**src/rtl/tlac_pkg.sv**
```systemverilog
package tlac_pkg;

    // sizes of the three tag rows
    localparam int L1_ENTRIES  = 8;
    localparam int L2_ENTRIES  = 16;
    localparam int L3_ENTRIES  = 32;
    localparam int ADDR_BITS   = 31;
    localparam int NUM_LVL     = 3;
    localparam int MAX_ENTRIES = (L3_ENTRIES > L2_ENTRIES)
                               ? ((L3_ENTRIES > L1_ENTRIES) ? L3_ENTRIES : L1_ENTRIES)
                               : ((L2_ENTRIES > L1_ENTRIES) ? L2_ENTRIES : L1_ENTRIES);

    // widths
    localparam int TAG_W      = ADDR_BITS;
    localparam int IDX_W      = $clog2(MAX_ENTRIES + 1);
    localparam int CNT_W      = 32;
    localparam int LVL_W      = 2;
    localparam int SHIFT_W    = 4;
    localparam int CAP1_W     = 4;
    localparam int CAP2_W     = 5;
    localparam int CAP3_W     = 6;
    localparam int CFG_DATA_W = 6;
    localparam int CFG_IDX_W  = 3;

    // configuration register indexes
    typedef enum logic [CFG_IDX_W-1:0] {
        CFG_POLICY = 3'd0,
        CFG_SHIFT  = 3'd1,
        CFG_L1_CAP = 3'd2,
        CFG_L2_CAP = 3'd3,
        CFG_L3_CAP = 3'd4
    } t_cfg_idx;

    // hit level codes
    localparam logic [LVL_W-1:0] HIT_NONE = 2'd3;

    // replacement policy codes
    localparam logic POLICY_FIFO = 1'b0;
    localparam logic POLICY_LRU  = 1'b1;

    // probe sequencer
    typedef enum logic [1:0] {
        ST_IDLE,
        ST_L1,
        ST_L2,
        ST_L3
    } t_state;

    // update command broadcast along one row of cells
    typedef struct packed {
        logic             en;
        logic [IDX_W-1:0] fill;
        logic [IDX_W-1:0] from;
        logic [IDX_W-1:0] last;
    } t_row_ctl;

    function automatic int lvl_depth(input int lvl);
        int d;
        d = L1_ENTRIES;
        if (lvl == 1) d = L2_ENTRIES;
        if (lvl == 2) d = L3_ENTRIES;
        return d;
    endfunction

endpackage

```
**src/rtl/tlac_in_if.sv**
```systemverilog
interface tlac_in_if import tlac_pkg::*; ();
    logic             valid;
    logic             ready;
    logic [TAG_W-1:0] address;

    modport source (output valid, output address, input ready);
    modport sink   (input valid, input address, output ready);
endinterface

```
**src/rtl/tlac_out_if.sv**
```systemverilog
interface tlac_out_if import tlac_pkg::*; ();
    logic             valid;
    logic             ready;
    logic [LVL_W-1:0] hit_level;
    logic [CNT_W-1:0] l1_hit_count;
    logic [CNT_W-1:0] l1_miss_count;
    logic [CNT_W-1:0] l2_hit_count;
    logic [CNT_W-1:0] l2_miss_count;
    logic [CNT_W-1:0] l3_hit_count;
    logic [CNT_W-1:0] l3_miss_count;

    modport source (
        output valid, output hit_level,
        output l1_hit_count, output l1_miss_count,
        output l2_hit_count, output l2_miss_count,
        output l3_hit_count, output l3_miss_count,
        input  ready
    );
    modport sink (
        input  valid, input hit_level,
        input  l1_hit_count, input l1_miss_count,
        input  l2_hit_count, input l2_miss_count,
        input  l3_hit_count, input l3_miss_count,
        output ready
    );
endinterface

```
**src/rtl/tlac_cell.sv**
```systemverilog
module tlac_cell import tlac_pkg::*; (
    input  logic             i_clk,
    input  t_row_ctl         i_ctl,
    input  logic [IDX_W-1:0] i_pos,
    input  logic [TAG_W-1:0] i_tag,
    input  logic [TAG_W-1:0] i_next,
    output logic [TAG_W-1:0] o_data,
    output logic             o_match
);

    logic [TAG_W-1:0] r_data;

    // take the new tag at the youngest place, or the younger neighbor's entry
    always_ff @(posedge i_clk) begin
        if (i_ctl.en) begin
            if (i_pos == i_ctl.last) begin
                r_data <= i_tag;
            end else if (i_pos >= i_ctl.from && i_pos < i_ctl.last) begin
                r_data <= i_next;
            end
        end
    end

    // entry is resident only below the fill count
    assign o_match = (i_pos < i_ctl.fill) && (r_data == i_tag);
    assign o_data  = r_data;

endmodule

```
**src/rtl/tlac_ctl.sv**
```systemverilog
module tlac_ctl import tlac_pkg::*; (
    input  logic             i_commit,
    input  logic             i_hit,
    input  logic             i_lru,
    input  logic [IDX_W-1:0] i_hit_idx,
    input  logic [IDX_W-1:0] i_fill,
    input  logic [IDX_W-1:0] i_limit,
    output t_row_ctl         o_ctl,
    output logic [IDX_W-1:0] o_next_fill
);

    logic w_evict;

    assign w_evict = (i_fill >= i_limit) && (i_fill != '0);

    // hit: move to youngest in lru mode; miss: append, dropping the oldest when full
    always_comb begin
        o_ctl.fill  = i_fill;
        o_ctl.en    = i_commit;
        o_ctl.from  = '0;
        o_ctl.last  = i_fill - IDX_W'(1);
        o_next_fill = i_fill;
        if (i_hit) begin
            o_ctl.en   = i_commit && i_lru;
            o_ctl.from = i_hit_idx;
        end else if (!w_evict) begin
            o_ctl.from  = i_fill;
            o_ctl.last  = i_fill;
            o_next_fill = i_fill + IDX_W'(1);
        end
    end

endmodule

```
**src/rtl/three_level_assoc_cache_tags.sv**
```systemverilog
// Three-level fully associative tag model with hit and miss counters.
// Input channel i_in carries one address per transaction; output channel o_out
// returns one result per address: the level that hit (3 when all missed) and
// the six running counters after this access.
// Each level is a row of tag cells, oldest entry at position zero; a row
// compares all its cells in parallel and shifts entries toward the head in the
// same cycle it is updated.
// Sequence: an address is taken in ST_IDLE, then ST_L1, ST_L2 and ST_L3 probe
// one level each, stopping at the first hit, and the final state registers the
// result. A new address is taken only back in ST_IDLE, but there even while a
// finished result still waits on o_out; if the receiver stalls, the last level
// holds its update until the output register is free.
// Configuration through i_cfg_we / i_cfg_idx / i_cfg_data is to be written only
// idle by the user; the block itself does not enforce this.
// Reset (synchronous, i_rst_n low): registers to lru, block shift 6, full
// capacities; fill counts and counters to zero; no clearing pass is needed.
module three_level_assoc_cache_tags import tlac_pkg::*; (
    input  logic                  i_clk,
    input  logic                  i_rst_n,
    input  logic                  i_cfg_we,
    input  logic [CFG_IDX_W-1:0]  i_cfg_idx,
    input  logic [CFG_DATA_W-1:0] i_cfg_data,
    tlac_in_if.sink               i_in,
    tlac_out_if.source            o_out
);

    // configuration registers
    logic              r_policy;
    logic [SHIFT_W-1:0] r_shift;
    logic [CAP1_W-1:0] r_cap1;
    logic [CAP2_W-1:0] r_cap2;
    logic [CAP3_W-1:0] r_cap3;

    t_state             r_state, n_state;
    logic [TAG_W-1:0]   r_tag;
    logic [IDX_W-1:0]   r_fill     [NUM_LVL];
    logic [CNT_W-1:0]   r_hit_cnt  [NUM_LVL];
    logic [CNT_W-1:0]   r_miss_cnt [NUM_LVL];
    logic [CNT_W-1:0]   n_hit_cnt  [NUM_LVL];
    logic [CNT_W-1:0]   n_miss_cnt [NUM_LVL];

    logic               r_out_valid;
    logic [LVL_W-1:0]   r_out_level;
    logic [CNT_W-1:0]   r_out_hit  [NUM_LVL];
    logic [CNT_W-1:0]   r_out_miss [NUM_LVL];

    logic [TAG_W-1:0]   w_data  [NUM_LVL][MAX_ENTRIES+1];
    logic [MAX_ENTRIES-1:0] w_match [NUM_LVL];
    logic [IDX_W-1:0]   w_cap     [NUM_LVL];
    logic [IDX_W-1:0]   w_hit_idx [NUM_LVL];
    logic [IDX_W-1:0]   w_next_fill [NUM_LVL];
    logic [NUM_LVL-1:0] w_hit;
    logic [NUM_LVL-1:0] w_commit;
    t_row_ctl           w_ctl [NUM_LVL];

    logic               w_accept;
    logic               w_out_busy;
    logic               w_done;
    logic               w_go;
    logic               w_hit_cur;
    logic [LVL_W-1:0]   w_cur;

    // configuration writes
    always_ff @(posedge i_clk) begin
        if (!i_rst_n) begin
            r_policy <= POLICY_LRU;
            r_shift  <= SHIFT_W'(6);
            r_cap1   <= CAP1_W'(8);
            r_cap2   <= CAP2_W'(16);
            r_cap3   <= CAP3_W'(32);
        end else if (i_cfg_we) begin
            unique case (i_cfg_idx)
                CFG_POLICY: r_policy <= i_cfg_data[0];
                CFG_SHIFT:  r_shift  <= i_cfg_data[SHIFT_W-1:0];
                CFG_L1_CAP: r_cap1   <= i_cfg_data[CAP1_W-1:0];
                CFG_L2_CAP: r_cap2   <= i_cfg_data[CAP2_W-1:0];
                CFG_L3_CAP: r_cap3   <= i_cfg_data[CAP3_W-1:0];
                default: ;
            endcase
        end
    end

    assign w_cap[0] = IDX_W'(r_cap1);
    assign w_cap[1] = IDX_W'(r_cap2);
    assign w_cap[2] = IDX_W'(r_cap3);

    // tag rows, one per level
    for (genvar l = 0; l < NUM_LVL; l++) begin : g_lvl
        localparam int DEPTH = lvl_depth(l);
        logic [IDX_W-1:0] w_limit;

        assign w_data[l][MAX_ENTRIES] = '0;

        for (genvar k = 0; k < MAX_ENTRIES; k++) begin : g_cell
            if (k < DEPTH) begin : g_on
                tlac_cell u_cell (
                    .i_clk   (i_clk),
                    .i_ctl   (w_ctl[l]),
                    .i_pos   (IDX_W'(k)),
                    .i_tag   (r_tag),
                    .i_next  (w_data[l][k+1]),
                    .o_data  (w_data[l][k]),
                    .o_match (w_match[l][k])
                );
            end else begin : g_off
                assign w_data[l][k]  = '0;
                assign w_match[l][k] = 1'b0;
            end
        end

        // capacity zero acts as one, and never beyond the row depth
        assign w_limit = (w_cap[l] == '0) ? IDX_W'(1)
                       : (w_cap[l] > IDX_W'(DEPTH)) ? IDX_W'(DEPTH) : w_cap[l];

        // position of the matching cell (at most one matches)
        always_comb begin
            w_hit_idx[l] = '0;
            for (int k = 0; k < MAX_ENTRIES; k++) begin
                if (w_match[l][k]) begin
                    w_hit_idx[l] = w_hit_idx[l] | IDX_W'(k);
                end
            end
        end

        assign w_hit[l] = |w_match[l];

        tlac_ctl u_ctl (
            .i_commit    (w_commit[l]),
            .i_hit       (w_hit[l]),
            .i_lru       (r_policy == POLICY_LRU),
            .i_hit_idx   (w_hit_idx[l]),
            .i_fill      (r_fill[l]),
            .i_limit     (w_limit),
            .o_ctl       (w_ctl[l]),
            .o_next_fill (w_next_fill[l])
        );
    end

    // probe sequencer
    assign w_accept   = i_in.valid && i_in.ready;
    assign w_out_busy = r_out_valid && !o_out.ready;
    assign w_hit_cur  = w_hit[w_cur];
    assign w_done     = w_hit_cur || (r_state == ST_L3);

    always_comb begin
        n_state     = r_state;
        i_in.ready  = 1'b0;
        w_cur       = LVL_W'(0);
        w_go        = 1'b0;
        unique case (r_state)
            ST_IDLE: begin
                i_in.ready = 1'b1;
                if (i_in.valid) n_state = ST_L1;
            end
            ST_L1: begin
                w_cur = LVL_W'(0);
                w_go  = !(w_done && w_out_busy);
                if (w_go) n_state = w_done ? ST_IDLE : ST_L2;
            end
            ST_L2: begin
                w_cur = LVL_W'(1);
                w_go  = !(w_done && w_out_busy);
                if (w_go) n_state = w_done ? ST_IDLE : ST_L3;
            end
            ST_L3: begin
                w_cur = LVL_W'(2);
                w_go  = !w_out_busy;
                if (w_go) n_state = ST_IDLE;
            end
            default: n_state = ST_IDLE;
        endcase
    end

    always_comb begin
        for (int l = 0; l < NUM_LVL; l++) begin
            w_commit[l]   = w_go && (w_cur == LVL_W'(l));
            n_hit_cnt[l]  = r_hit_cnt[l];
            n_miss_cnt[l] = r_miss_cnt[l];
            if (w_commit[l]) begin
                if (w_hit[l]) n_hit_cnt[l]  = r_hit_cnt[l] + CNT_W'(1);
                else          n_miss_cnt[l] = r_miss_cnt[l] + CNT_W'(1);
            end
        end
    end

    always_ff @(posedge i_clk) begin
        if (!i_rst_n) begin
            r_state <= ST_IDLE;
        end else begin
            r_state <= n_state;
        end
    end

    // block address of the accepted transaction
    always_ff @(posedge i_clk) begin
        if (w_accept) begin
            r_tag <= i_in.address >> r_shift;
        end
    end

    // fill counts and counters
    always_ff @(posedge i_clk) begin
        if (!i_rst_n) begin
            for (int l = 0; l < NUM_LVL; l++) begin
                r_fill[l]     <= '0;
                r_hit_cnt[l]  <= '0;
                r_miss_cnt[l] <= '0;
            end
        end else begin
            for (int l = 0; l < NUM_LVL; l++) begin
                if (w_commit[l]) r_fill[l] <= w_next_fill[l];
                r_hit_cnt[l]  <= n_hit_cnt[l];
                r_miss_cnt[l] <= n_miss_cnt[l];
            end
        end
    end

    // output register
    always_ff @(posedge i_clk) begin
        if (!i_rst_n) begin
            r_out_valid <= 1'b0;
        end else if (w_go && w_done) begin
            r_out_valid <= 1'b1;
        end else if (o_out.ready) begin
            r_out_valid <= 1'b0;
        end
    end

    always_ff @(posedge i_clk) begin
        if (w_go && w_done) begin
            r_out_level <= w_hit_cur ? w_cur : HIT_NONE;
            for (int l = 0; l < NUM_LVL; l++) begin
                r_out_hit[l]  <= n_hit_cnt[l];
                r_out_miss[l] <= n_miss_cnt[l];
            end
        end
    end

    assign o_out.valid         = r_out_valid;
    assign o_out.hit_level     = r_out_level;
    assign o_out.l1_hit_count  = r_out_hit[0];
    assign o_out.l1_miss_count = r_out_miss[0];
    assign o_out.l2_hit_count  = r_out_hit[1];
    assign o_out.l2_miss_count = r_out_miss[1];
    assign o_out.l3_hit_count  = r_out_hit[2];
    assign o_out.l3_miss_count = r_out_miss[2];

    // a resident block sits in at most one cell of a row
    assert property (@(posedge i_clk) disable iff (!i_rst_n)
        $onehot0(w_match[0]) && $onehot0(w_match[1]) && $onehot0(w_match[2]))
        else $error("several cells of a row match one tag");

    // fill counts never pass the row depth
    assert property (@(posedge i_clk) disable iff (!i_rst_n)
        r_fill[0] <= IDX_W'(L1_ENTRIES) && r_fill[1] <= IDX_W'(L2_ENTRIES)
        && r_fill[2] <= IDX_W'(L3_ENTRIES))
        else $error("fill count beyond row depth");

    // a hit in level one finishes the transaction and leaves level two untouched
    assert property (@(posedge i_clk) disable iff (!i_rst_n)
        (r_state == ST_L1 && w_go && w_hit[0]) |=>
        (r_state == ST_IDLE && r_out_valid && $stable(r_fill[1])))
        else $error("level one hit did not complete the transaction");

    // a result is only produced when the output register can take it
    assert property (@(posedge i_clk) disable iff (!i_rst_n)
        (w_go && w_done) |-> !w_out_busy)
        else $error("result overwrote a pending transaction");

endmodule

```
**src/flat_wrapper.sv**
```systemverilog
// flat-port wrapper written by rule: the top's interface ports become plain ports
module three_level_assoc_cache_tags_flat import tlac_pkg::*;
  (i_clk, i_rst_n, i_cfg_we, i_cfg_idx, i_cfg_data, i_in_valid, i_in_address, i_in_ready, o_out_valid, o_out_hit_level, o_out_l1_hit_count, o_out_l1_miss_count, o_out_l2_hit_count, o_out_l2_miss_count, o_out_l3_hit_count, o_out_l3_miss_count, o_out_ready);
  tlac_in_if i_in_i ();
  tlac_out_if o_out_i ();
  input  logic i_clk;
  input  logic i_rst_n;
  input  logic i_cfg_we;
  input  logic [CFG_IDX_W-1:0] i_cfg_idx;
  input  logic [CFG_DATA_W-1:0] i_cfg_data;
  input wire logic [$bits(i_in_i.valid)-1:0] i_in_valid;
  input wire logic [$bits(i_in_i.address)-1:0] i_in_address;
  output wire logic [$bits(i_in_i.ready)-1:0] i_in_ready;
  output wire logic [$bits(o_out_i.valid)-1:0] o_out_valid;
  output wire logic [$bits(o_out_i.hit_level)-1:0] o_out_hit_level;
  output wire logic [$bits(o_out_i.l1_hit_count)-1:0] o_out_l1_hit_count;
  output wire logic [$bits(o_out_i.l1_miss_count)-1:0] o_out_l1_miss_count;
  output wire logic [$bits(o_out_i.l2_hit_count)-1:0] o_out_l2_hit_count;
  output wire logic [$bits(o_out_i.l2_miss_count)-1:0] o_out_l2_miss_count;
  output wire logic [$bits(o_out_i.l3_hit_count)-1:0] o_out_l3_hit_count;
  output wire logic [$bits(o_out_i.l3_miss_count)-1:0] o_out_l3_miss_count;
  input wire logic [$bits(o_out_i.ready)-1:0] o_out_ready;
  assign i_in_i.valid = i_in_valid;
  assign i_in_i.address = i_in_address;
  assign i_in_ready = i_in_i.ready;
  assign o_out_valid = o_out_i.valid;
  assign o_out_hit_level = o_out_i.hit_level;
  assign o_out_l1_hit_count = o_out_i.l1_hit_count;
  assign o_out_l1_miss_count = o_out_i.l1_miss_count;
  assign o_out_l2_hit_count = o_out_i.l2_hit_count;
  assign o_out_l2_miss_count = o_out_i.l2_miss_count;
  assign o_out_l3_hit_count = o_out_i.l3_hit_count;
  assign o_out_l3_miss_count = o_out_i.l3_miss_count;
  assign o_out_i.ready = o_out_ready;
  three_level_assoc_cache_tags u_core (.i_clk(i_clk), .i_rst_n(i_rst_n), .i_cfg_we(i_cfg_we), .i_cfg_idx(i_cfg_idx), .i_cfg_data(i_cfg_data), .i_in(i_in_i), .o_out(o_out_i));
endmodule
```
**config.mk**
```make
export PLATFORM = sky130hd
export DESIGN_NAME = three_level_assoc_cache_tags_flat
export DESIGN_NICKNAME = d
export VERILOG_FILES = /design/src/rtl/tlac_pkg.sv /design/src/rtl/tlac_in_if.sv /design/src/rtl/tlac_out_if.sv /design/src/rtl/tlac_cell.sv /design/src/rtl/tlac_ctl.sv /design/src/rtl/three_level_assoc_cache_tags.sv /design/src/flat_wrapper.sv
export SDC_FILE = /design/constraint.sdc
export NUM_CORES = 2
export LEC_CHECK = 0
export BUFFER_PORTS_ARGS = -buffer_cell sky130_fd_sc_hd__buf_4
export CAP_MARGIN = 20
export CORE_AREA = 2 2 431 433
export DETAILED_ROUTE_END_ITERATION = 7
export DIE_AREA = 0 0 433 435
export PLACE_DENSITY_LB_ADDON = 0.1
export SLEW_MARGIN = 40
export SYNTH_ARGS = -nofsm -noshare
export SYNTH_HDL_FRONTEND = slang
export SYNTH_SLANG_ARGS = --single-unit
```
**constraint.sdc**
```tcl
create_clock -name i_clk -period 32.9 [get_ports i_clk]
set_input_delay 1.645 -clock i_clk [delete_from_list [all_inputs] [get_ports i_clk]]
set_output_delay 1.645 -clock i_clk [all_outputs]
set_load 0.01 [all_outputs]
```
==> metrics.txt <==
outcome=completed; die area=188400 um^2; most used flip-flop cell after synthesis=edfxtp_1; I/O Pins=241; leak pwr=44.05 nW; hold slack=533.7 ps; vias in the first global route=74070; RSZ-0062 raised after global routing=no; final core occ=0.7015; root buf cell=clkbuf_16; worst hold path class=flop to flop; Final ANT Viol Nets=0; Mapped Nets=9043; P per Cell Area=49.95 nW/um^2; Critical Path RT=33410 ps; Slew HR=0.3620; Critical Path End Type=flop; Post-Route WL=335.4 mm; CTS tree=built; final hold vios=0; Hold Buf Count CTS=0; Netlist cell types=104; first-pass GRT wire length=493.4 mm; Placement Setup Slack=25480 ps; RePlAce Congestion=0.9876; ordered cell list for the critical path=buf_4 > buf_4 > buf_4 > xor2_1 > nor4_1 > nand4_1 > a2111oi_2 > a41o_1 > nor4_4 > and2_1 > a21oi_1 > o21ai_1 > nor2_4 > buf_4 > buf_4 > buf_6; vias=75180; register area share after synthesis=0.5377; die height=435 um; kind of critical path=flop to flop; worst slew pin tran=948.3 ps; Tot GR Track Use=0.3512; crit-path most repeated cell=buf_4; TritonCTS Buffers=225; Pre-antenna DRT Iters=6; # DRC=0; Initial Utilization=0.6440; # setup viols final=0; Clock Latency Late Sink=890 ps; clk slew on worst S/H paths=60 ps; area grow syn2layout=8.937%; Non-Filler Instances=11650; port bufs=240; Crit Path Max Fanout=74; Die W=433 um; minimum clock period=7411 ps; global route overflow=0; fin crit share=0.2253; Critical Path AT=7920 ps; final slew viol count=0; GRT met3 Usage=0.06520; routing usage on met2=0.5430; largest net degree at the start of global routing=94; Crit path largest cell delay=750 ps; core box area=184000 um^2; std cell rows=158; postcts setup bufs=0; Max Cap Viol=0; setup slack after layout=25490 ps; Post-Synthesis Cells=8958; Final Skew=52.93 ps; post_cts resized=0; worst-case clock buffer depth=3; dpl hpwl=227.3 mm; GRT Max-Usage Layer=met2; DR iter-0 viols=8620; fraction of registers with async set/reset=0; initial antenna violation count=8; Avg Inst Size Synth=13.23 um^2; final setup TNS=0 ps; cell area after synthesis=118500 um^2; GR Layer Usage met1=0.4911; Via density=6.455; Post-synth EDFFs=1979; Fmax=134.9 MHz; maximum vdd drop=44.65 uV; register bit total from synthesis=2194; drt wl/cell=28.80 um; Ys Warns=0; Crit-path slowest cell=buf_4; CP startpoint kind=flop; share of cells above drive strength 1=0.2774; clock sink count=2194; placed cells=11230; Final Net Count=9067; number of H-tree levels=4
logic make-up after synthesis:
family,synth area share
flip-flops,0.5377
AND/OR/NAND/NOR,0.09468
XOR/XNOR,0.1434
multiplexers,0.1652
buffers and inverters,0.03719
AO/OA/AOI/OAI,0.01760
adder cells (fa/ha/maj),0.004223
state kept, by name (all words and copies together) (netlist names):
name                                    flops
u_core.g_lvl.g_cell.g_on.u_cell.o_data   1736
u_core.o_out.hit_level                      2
u_core.o_out.valid                          1
u_core.r_cap1                               4
u_core.r_cap2                               5
u_core.r_cap3                               6
u_core.r_fill                              18
u_core.r_hit_cnt                           96
u_core.r_miss_cnt                          96
u_core.r_out_hit                           96
u_core.r_out_miss                          96
u_core.r_policy                             1
u_core.r_shift                              4
u_core.r_state                              2
u_core.r_tag                               31
worst paths after layout:
kind / cells after the start / start / slack, ps / endpoint
worst max-delay path: 16 / u_core.r_tag[1]$_DFFE_PP_ / 25490 / u_core.r_out_miss[0][31]$_DFFE_PP_
worst max register to register: 16 / u_core.r_tag[1]$_DFFE_PP_ / 25490 / u_core.r_out_miss[0][31]$_DFFE_PP_
worst min register to register: 2 / u_core.r_cap3[0]$_SDFFE_PN0P_ / 530 / u_core.r_cap3[0]$_SDFFE_PN0P_
worst min-delay path: 2 / u_core.r_cap3[0]$_SDFFE_PN0P_ / 530 / u_core.r_cap3[0]$_SDFFE_PN0P_
cells in the final DEF (no fill, tap or decap), types with 24 or more instances in the layout:
master	Yosys	layout
clkinv_1	2	46
nand2_1	225	223
clkinv_2	0	42
mux2_1	83	83
xor2_1	936	936
nand4_1	367	367
xnor2_1	1002	1001
o21ai_0	47	43
mux2i_1	48	48
ha_1	40	40
buf_4	152	457
edfxtp_1	1979	1979
mux2_2	1546	1546
nor3_1	132	128
clkbuf_16	0	236
a21oi_1	90	64
and3_1	78	78
dfxtp_1	215	214
nor2b_1	35	33
nand3_1	150	150
inv_1	77	76
nor2_1	256	236
and2_1	283	283
nor4_1	291	288
mux2_4	29	29
nor2_2	5	24
clkbuf_1	282	46
nand2b_1	38	38
synth_stat cells, types with 8 or more instances:
library cell  count  share of area
nand2b_1         38         0.0020
and2_1          283          0.015
and4_1           13        0.00096
mux2i_1          48         0.0041
buf_4           152         0.0096
a21oi_1          90         0.0038
a21o_1           14        0.00089
or3_1            19         0.0010
mux2_2         1546           0.15
inv_1            77         0.0024
a31oi_1          13        0.00069
buf_6            95         0.0090
nor2_1          256         0.0081
or4_1            15        0.00095
xor2_1          936          0.069
o211ai_1         13        0.00082
buf_1            10        0.00032
ha_1             40         0.0042
o21ai_0          47         0.0020
nand2_1         225         0.0071
mux2_4           29         0.0037
clkbuf_1        282         0.0089
dfxtp_1         215          0.036
o21a_1           13        0.00082
o22ai_1          11        0.00058
nor4_1          291          0.015
mux2_1           83         0.0079
nor3_2           10        0.00084
buf_2           149         0.0063
mux4_2           14         0.0027
nor4b_1          12        0.00089
a211o_1           8        0.00059
nand4b_1         11        0.00081
and3_1           78         0.0041
nand3_1         150         0.0063
edfxtp_1       1979           0.50
nor2b_1          35         0.0018
xnor2_1        1002          0.074
a211oi_1         14        0.00089
nand4_1         367          0.019
or2_2             8        0.00042
nor3_1          132         0.0056
metrics by stage:
stage	cell area (um^2)	power [mW]
after floorplan	118500	3.738
after global placement	121700	3.976
after detailed placement	121900	3.988
after CTS	129000	6.452
after global routing	129100	6.617
final	129100	6.449
worst max-delay path: cells and delay by family (launching register included):
kind / cells / cell delay, ps
buf+inv: 6 / 3630
flops: 1 / 320
xor+xnor: 1 / 150
compound gates: 4 / 1550
simple gates: 5 / 1080
metal layers:
metal	routed length [um]	share of wire
met2	154000	0.46
met1	138300	0.41
met4	14340	0.043
met3	28640	0.085
met5	91	0.00027
report_power, final:
part	leakage (nW)	switching, mW	internal (mW)	total (mW)
clock network	3.48	1.10	1.40	2.50
logic	20.4	0.579	0.286	0.865
registers	20.1	0.0282	3.06	3.09
total	44.1	1.71	4.74	6.45
cell type report:
type,count,area (um^2)
inverters,80,300.3
well taps,2480,3103
clock buffers,293,6230
multi-input cells,5992,50840
fillers,12680,54930
flip-flops and latches,2194,63730
clock inverters,117,880.8
repair buffers,489,4029
diodes,2,5.005
No activity file was read; power rests on OpenSTA's default activity.
